==> src/imuaw_pkg.sv <==
`default_nettype none

package imuaw_pkg;

  // Angles are in sixteenths of a degree.
  localparam int FULL_TURN     = 5760;
  localparam int QUARTER_TURN  = 1440;
  localparam int HALF_TURN     = 2880;
  localparam int THREE_QUARTER = 4320;
  localparam int QUARTER_STEPS = 1440;

  // pi in Q2.30
  localparam logic [63:0] PI_Q30 = 64'd3373259426;

  // Taylor term divisors (2k)(2k+1) for sine and (2k-1)(2k) for cosine.
  localparam longint unsigned SIN_DIV [7] = '{64'd6, 64'd20, 64'd42, 64'd72, 64'd110,
                                              64'd156, 64'd210};
  localparam longint unsigned COS_DIV [7] = '{64'd2, 64'd12, 64'd30, 64'd56, 64'd90,
                                              64'd132, 64'd182};

  typedef logic [63:0] trig_word_t;
  typedef trig_word_t trig_rom_t [QUARTER_STEPS];

  typedef enum logic [1:0] {
    QD_0,
    QD_90,
    QD_180,
    QD_270
  } quadrant_t;

  typedef enum logic [1:0] {
    CFG_JUMP_LIMIT,
    CFG_MAX_REJECTS,
    CFG_LPF_COEFF,
    CFG_STUCK_CODE
  } cfg_reg_t;

  typedef enum logic [2:0] {
    S_IDLE,
    S_CHECK,
    S_TRIG,
    S_ROUND,
    S_ROTATE,
    S_FINISH
  } state_t;

  // Rotation sequence: trig products first, then the matrix-vector rows.
  typedef enum logic [4:0] {
    RS_P00, RS_P01, RS_P02, RS_P03, RS_P04, RS_P05, RS_P06, RS_P07,
    RS_P08, RS_P09, RS_P10, RS_P11, RS_P12, RS_P13,
    RS_A00, RS_A01, RS_A02, RS_A10, RS_A11, RS_A12, RS_A20, RS_A21, RS_A22
  } rot_step_t;

  typedef struct packed {
    logic load_in;
    logic take_angle;
    logic lpf_en;
    logic trig_fetch;
    logic trig_round;
  } lane_ctl_t;

  // Sine (upper half) and cosine (lower half) in Q2.30 of an offset in [0, 90) degrees.
  function automatic trig_word_t quarter_trig(input int unsigned a);
    longint unsigned th;
    longint unsigned t2;
    longint unsigned ts;
    longint unsigned tc;
    longint          ss;
    longint          cs;
    th = (64'(a) * PI_Q30) / 64'd2880;
    t2 = (th * th) >> 30;
    ts = th;
    tc = 64'd1 << 30;
    ss = longint'(th);
    cs = longint'(tc);
    for (int k = 1; k <= 7; k++) begin
      ts = ((ts * t2) >> 30) / SIN_DIV[k-1];
      tc = ((tc * t2) >> 30) / COS_DIV[k-1];
      if ((k % 2) == 1) begin
        ss = ss - longint'(ts);
        cs = cs - longint'(tc);
      end else begin
        ss = ss + longint'(ts);
        cs = cs + longint'(tc);
      end
    end
    return {ss[31:0], cs[31:0]};
  endfunction

  function automatic trig_rom_t build_trig_rom();
    trig_rom_t rom;
    for (int i = 0; i < QUARTER_STEPS; i++) begin
      rom[i] = quarter_trig(i);
    end
    return rom;
  endfunction

endpackage

`default_nettype wire

==> src/imuaw_rotate.sv <==
`default_nettype none

module imuaw_rotate import imuaw_pkg::*; #(
  parameter int TRIG_BITS     = 16,
  parameter int LPF_FRAC_BITS = 8
) (
  input  wire logic                               clk,
  input  wire logic                               rst,
  input  wire logic                               start,
  input  wire logic signed [TRIG_BITS:0]          sx,
  input  wire logic signed [TRIG_BITS:0]          cx,
  input  wire logic signed [TRIG_BITS:0]          sy,
  input  wire logic signed [TRIG_BITS:0]          cy,
  input  wire logic signed [TRIG_BITS:0]          sz,
  input  wire logic signed [TRIG_BITS:0]          cz,
  input  wire logic signed [LPF_FRAC_BITS+16:0]   hp_x,
  input  wire logic signed [LPF_FRAC_BITS+16:0]   hp_y,
  input  wire logic signed [LPF_FRAC_BITS+16:0]   hp_z,
  output logic                                    done,
  output logic signed [15:0]                      world_x,
  output logic signed [15:0]                      world_y,
  output logic signed [15:0]                      world_z
);

  localparam int TW = TRIG_BITS + 2;
  localparam int HW = LPF_FRAC_BITS + 17;
  localparam int BW = (TW > HW) ? TW : HW;
  localparam int PW = TW + BW;
  localparam int AW = PW + 2;
  localparam logic signed [PW-1:0] T_HALF  = PW'(1) <<< (TRIG_BITS - 2);
  localparam logic signed [AW-1:0] W_HALF  = AW'(1) <<< (TRIG_BITS - 2 + LPF_FRAC_BITS);
  localparam logic signed [AW-1:0] SAT_HI  = AW'(32767);
  localparam logic signed [AW-1:0] SAT_LO  = -AW'(32768);

  logic      running;
  rot_step_t step;

  logic signed [TW-1:0] m00, m01, m02, m10, m11, m12, m20, m21, m22;
  logic signed [TW-1:0] t3, t9;
  logic signed [AW-1:0] acc0, acc1, acc2;

  logic signed [TW-1:0] op_a;
  logic signed [BW-1:0] op_b;
  logic signed [PW-1:0] prod;
  logic signed [PW-1:0] prod_rnd;
  logic signed [TW-1:0] tm;
  logic signed [AW-1:0] pe;

  function automatic logic signed [15:0] finish(input logic signed [AW-1:0] a);
    logic signed [AW-1:0] r;
    r = (a + W_HALF) >>> (TRIG_BITS - 1 + LPF_FRAC_BITS);
    if (r > SAT_HI) begin
      return 16'sh7fff;
    end else if (r < SAT_LO) begin
      return -16'sh8000;
    end
    return 16'(r);
  endfunction

  always_comb begin
    op_a = '0;
    op_b = '0;
    unique case (step)
      RS_P00: begin op_a = TW'(cz); op_b = BW'(cy); end
      RS_P01: begin op_a = TW'(sz); op_b = BW'(cx); end
      RS_P02: begin op_a = TW'(cz); op_b = BW'(sy); end
      RS_P03: begin op_a = t3;      op_b = BW'(sx); end
      RS_P04: begin op_a = TW'(sz); op_b = BW'(sx); end
      RS_P05: begin op_a = t3;      op_b = BW'(cx); end
      RS_P06: begin op_a = TW'(sz); op_b = BW'(cy); end
      RS_P07: begin op_a = TW'(cz); op_b = BW'(cx); end
      RS_P08: begin op_a = TW'(sz); op_b = BW'(sy); end
      RS_P09: begin op_a = t9;      op_b = BW'(sx); end
      RS_P10: begin op_a = TW'(cz); op_b = BW'(sx); end
      RS_P11: begin op_a = t9;      op_b = BW'(cx); end
      RS_P12: begin op_a = TW'(cy); op_b = BW'(sx); end
      RS_P13: begin op_a = TW'(cy); op_b = BW'(cx); end
      RS_A00: begin op_a = m00;     op_b = BW'(hp_x); end
      RS_A01: begin op_a = m01;     op_b = BW'(hp_y); end
      RS_A02: begin op_a = m02;     op_b = BW'(hp_z); end
      RS_A10: begin op_a = m10;     op_b = BW'(hp_x); end
      RS_A11: begin op_a = m11;     op_b = BW'(hp_y); end
      RS_A12: begin op_a = m12;     op_b = BW'(hp_z); end
      RS_A20: begin op_a = m20;     op_b = BW'(hp_x); end
      RS_A21: begin op_a = m21;     op_b = BW'(hp_y); end
      RS_A22: begin op_a = m22;     op_b = BW'(hp_z); end
      default: begin op_a = '0;     op_b = '0; end
    endcase
    prod     = PW'(op_a) * PW'(op_b);
    prod_rnd = (prod + T_HALF) >>> (TRIG_BITS - 1);
    tm       = TW'(prod_rnd);
    pe       = AW'(prod);
  end

  always_ff @(posedge clk) begin
    if (rst) begin
      running <= 1'b0;
      done    <= 1'b0;
      step    <= RS_P00;
    end else begin
      done <= 1'b0;
      if (start) begin
        running <= 1'b1;
        step    <= RS_P00;
      end else if (running) begin
        if (step == RS_A22) begin
          running <= 1'b0;
          done    <= 1'b1;
        end else begin
          step <= rot_step_t'(step + 5'd1);
        end
      end
    end
  end

  always_ff @(posedge clk) begin
    if (running) begin
      unique case (step)
        RS_P00: begin
          m00 <= tm;
          m20 <= -TW'(sy);
        end
        RS_P01: m01 <= -tm;
        RS_P02: t3  <= tm;
        RS_P03: m01 <= m01 + tm;
        RS_P04: m02 <= tm;
        RS_P05: m02 <= m02 + tm;
        RS_P06: m10 <= tm;
        RS_P07: m11 <= tm;
        RS_P08: t9  <= tm;
        RS_P09: m11 <= m11 + tm;
        RS_P10: m12 <= -tm;
        RS_P11: m12 <= m12 + tm;
        RS_P12: m21 <= tm;
        RS_P13: m22 <= tm;
        RS_A00: acc0 <= pe;
        RS_A01: acc0 <= acc0 + pe;
        RS_A02: acc0 <= acc0 + pe;
        RS_A10: acc1 <= pe;
        RS_A11: acc1 <= acc1 + pe;
        RS_A12: acc1 <= acc1 + pe;
        RS_A20: acc2 <= pe;
        RS_A21: acc2 <= acc2 + pe;
        RS_A22: acc2 <= acc2 + pe;
        default: acc0 <= acc0;
      endcase
    end
  end

  assign world_x = finish(acc0);
  assign world_y = finish(acc1);
  assign world_z = finish(acc2);

  a_start_when_idle: assert property (@(posedge clk) disable iff (rst)
    start |-> !running)
    else $error("rotation started while busy");

  a_done_after_last: assert property (@(posedge clk) disable iff (rst)
    done |-> !running && $past(step) == RS_A22)
    else $error("rotation done without finishing the sequence");

endmodule

`default_nettype wire

==> config.mk <==
export PLATFORM = sky130hd
export DESIGN_NAME = imuaw_rotate
export DESIGN_NICKNAME = d
export VERILOG_FILES = /design/src/imuaw_pkg.sv /design/src/imuaw_rotate.sv
export SDC_FILE = /design/constraint.sdc
export NUM_CORES = 2
export LEC_CHECK = 0
export BUFFER_PORTS_ARGS = -buffer_cell sky130_fd_sc_hd__buf_2
export CORE_MARGIN = 1.5
export CORE_UTILIZATION = 52
export CTS_CLUSTER_SIZE = 16
export DETAILED_ROUTE_END_ITERATION = 12
export HOLD_SLACK_MARGIN = 0.15
export PLACE_DENSITY = 0.72
export REMOVE_ABC_BUFFERS = 1
export SLEW_MARGIN = 20
export SYNTH_ARGS = -nofsm -noshare
export SYNTH_HDL_FRONTEND = slang
export SYNTH_SLANG_ARGS = --single-unit
==> constraint.sdc <==
create_clock -name clk -period 12.4 [get_ports clk]
set_clock_uncertainty 0.2 [all_clocks]
set_input_delay 0.62 -clock clk [delete_from_list [all_inputs] [get_ports clk]]
set_output_delay 0.62 -clock clk [all_outputs]
set_load 0.02 [all_outputs]
==> qor.csv <==
metric,value,unit
fin_crit_sh,0.9753,
worst_slack,0.3058,ns
async_flop_share,0,
n_fill_cell,7011,
io_pins,229,
worstMarginPinSlew,1.048,ns
finalInstanceArea,0.04752,mm2
place_congestion,0.9998,
critical_path.max_fanout,25,
portBuffers,228,
largest_registers,"acc0: 45 flops, acc1: 45 flops, acc2: 45 flops",
dieArea,0.08371,mm2
ys_types,91,
numClockSinks,340,
ys.flop_type,edfxtp_1,
vias_per_cell,6.102,
clockBufferDepth,3,
layout.nets,5933,
grt_usage,0.3358,
wl,140200,um
vias,37109,
synth_seq_cells,340,
crit_path_start_kind,flop,
drive_above_1_share,0.1162,
clk_pin_slew,0.06,ns
yosysWarningCount,0,
cts_buffers,42,
critPathMostFrequentCell,fa_1,
cap_violations,0,
yosysSeqAreaShare,0.2378,
layout_min_cycle_time,12.09,ns
cp-end-kind,flop,
grt_overflow,0,
cts_tree,yes,
regArea,0.01014,mm2
setup-tns-final,0,ns
yosysTopAreaCell,edfxtp_1,
placed_cell_area,0.04588,mm2
die_h,289.3,um
grt_start_max_net_pins,47,
syn_to_final_growth,11.48,%
clock_latency,0.62,ns
synthTopCellsByArea,"edfxtp_1 23%, fa_1 21%, ha_1 9.3%",
run_status,completed,
grt_pass1_wl,212900,um
synth_top_cell_area_share,0.2346,
rows,104,
path_buf_inv,6,
final-setup-viol-count,0,
crit_type,flop to flop,
cp.arrival,12.26,ns
syn-cell-area,0.04263,mm2
drtIter0Drc,3938,
hold_ws,0.1762,ns
finalHoldViolations,0,
synthCells,4725,
antenna_found_initial,4,
hold_class,input pin to flop,
wl_per_cell,23.06,um
cpMaxStageDelayCell,or3_1,
grt_pass1_vias,35955,
crit_path_max_incr_delay,0.62,ns
synth_edf_count,333,
multiInputGateArea,0.03011,mm2
most-common-layout-cells,"585 x nand2_1, 555 x inv_1, 449 x fa_1",
ctsHtreeMaxLevel,2,
fp.dieW,289.3,um
initial_core_util,0.5276,
hpwl,110600,um
core,0.08081,mm2
worstPathRequired,12.57,ns
firstDrtPassIters,9,
slew_headroom,0.2963,
drcViolationCount,0,
ant_nets,0,
path_delay_family,adder cells,
fmax,0.08268,GHz
pre_cts_slack,-0.4344,ns
final_max_slew_viol_count,0,
layout_commonest_cell,nand2_1,
clockRootBuffer,clkbuf_16,
synth_area_per_cell,9.023,um2
[timing repair]
item                       4_1_cts  5_1_grt
hold buffers                     5        0
gates resized for setup          4       45
pin swaps                        0        2
setup buffers                    0        4
hold endpoints to repair         7        0
setup endpoints to repair        7       36
[cells in the mapped netlist, types with 22 or more instances]
cell type  instances
nor3_1            64
a31oi_1           47
o21bai_1          31
nand2_1          586
or3_1             38
a21o_1           106
inv_1            558
nand4_1           30
o211ai_1          23
nor2_1           372
o21a_1            38
a211oi_1          22
nand2b_1          26
clkbuf_1         169
and3_1            63
nand3_1           69
nor2b_1           39
a21oi_1          320
ha_1             317
xor2_1           140
o21ai_0          215
edfxtp_1         333
o31ai_1           22
a22o_1            52
fa_1             449
and2_1            58
a221oi_1          26
xnor2_1          192
a22oi_1           83
[path summary, 6_finish.rpt]
| path | start | depth (start not counted) | slack, ns | to |
|---|---|---|---|---|
| worst max-delay path | step[0]$_SDFFE_PP0P_ | 35 | 0.31 | acc2[43]$_DFFE_PP_ |
| worst min-delay path | sy[16] | 2 | 0.18 | m20[17]$_DFFE_PP_ |
| worst max register to register | step[0]$_SDFFE_PP0P_ | 35 | 0.31 | acc2[43]$_DFFE_PP_ |
| worst min register to register | step[3]$_SDFFE_PP0P_ | 2 | 0.40 | step[3]$_SDFFE_PP0P_ |
[cell type report]
cell class	count	share of cell area
flip-flops and latches	340	0.2134
repair buffers	405	0.05371
multi-input cells	3635	0.6336
inverters	563	0.04447
diodes	2	0.0001053
clock buffers	49	0.02267
clock inverters	27	0.004186
well taps	1060	0.02791
[per-layer routing]
layer	up-vias	global-route usage	part of all wire
met5	-	0	0.00024
met4	4	0.1456	0.051
met3	349	0.09976	0.13
met2	2009	0.4930	0.43
met1	18019	0.4600	0.40
li1	16728	-	-
[cell families (layout without fill, tap and decap cells)]
kind of cell	Yosys count	count (layout)	synth area share
simple gates	1409	1409	0.1489
mux	21	21	0.005195
other cells	0	2	0
xor+xnor	332	332	0.06821
compound gates	1107	1107	0.1695
flops	340	340	0.2378
buf+inv	750	1044	0.06650
fa+ha+maj	766	766	0.3039
[metrics by stage]
stage	utilization	cells
after floorplan	-	4538
after global placement	0.5677	5993
after detailed placement	0.5677	5993
after CTS	0.5843	6074
after global routing	0.5881	6080
final	0.5881	6081
Power is left out: the tool's default activity adds up to more than one toggle a clock period on the data nets, which glitch-free logic cannot reach.
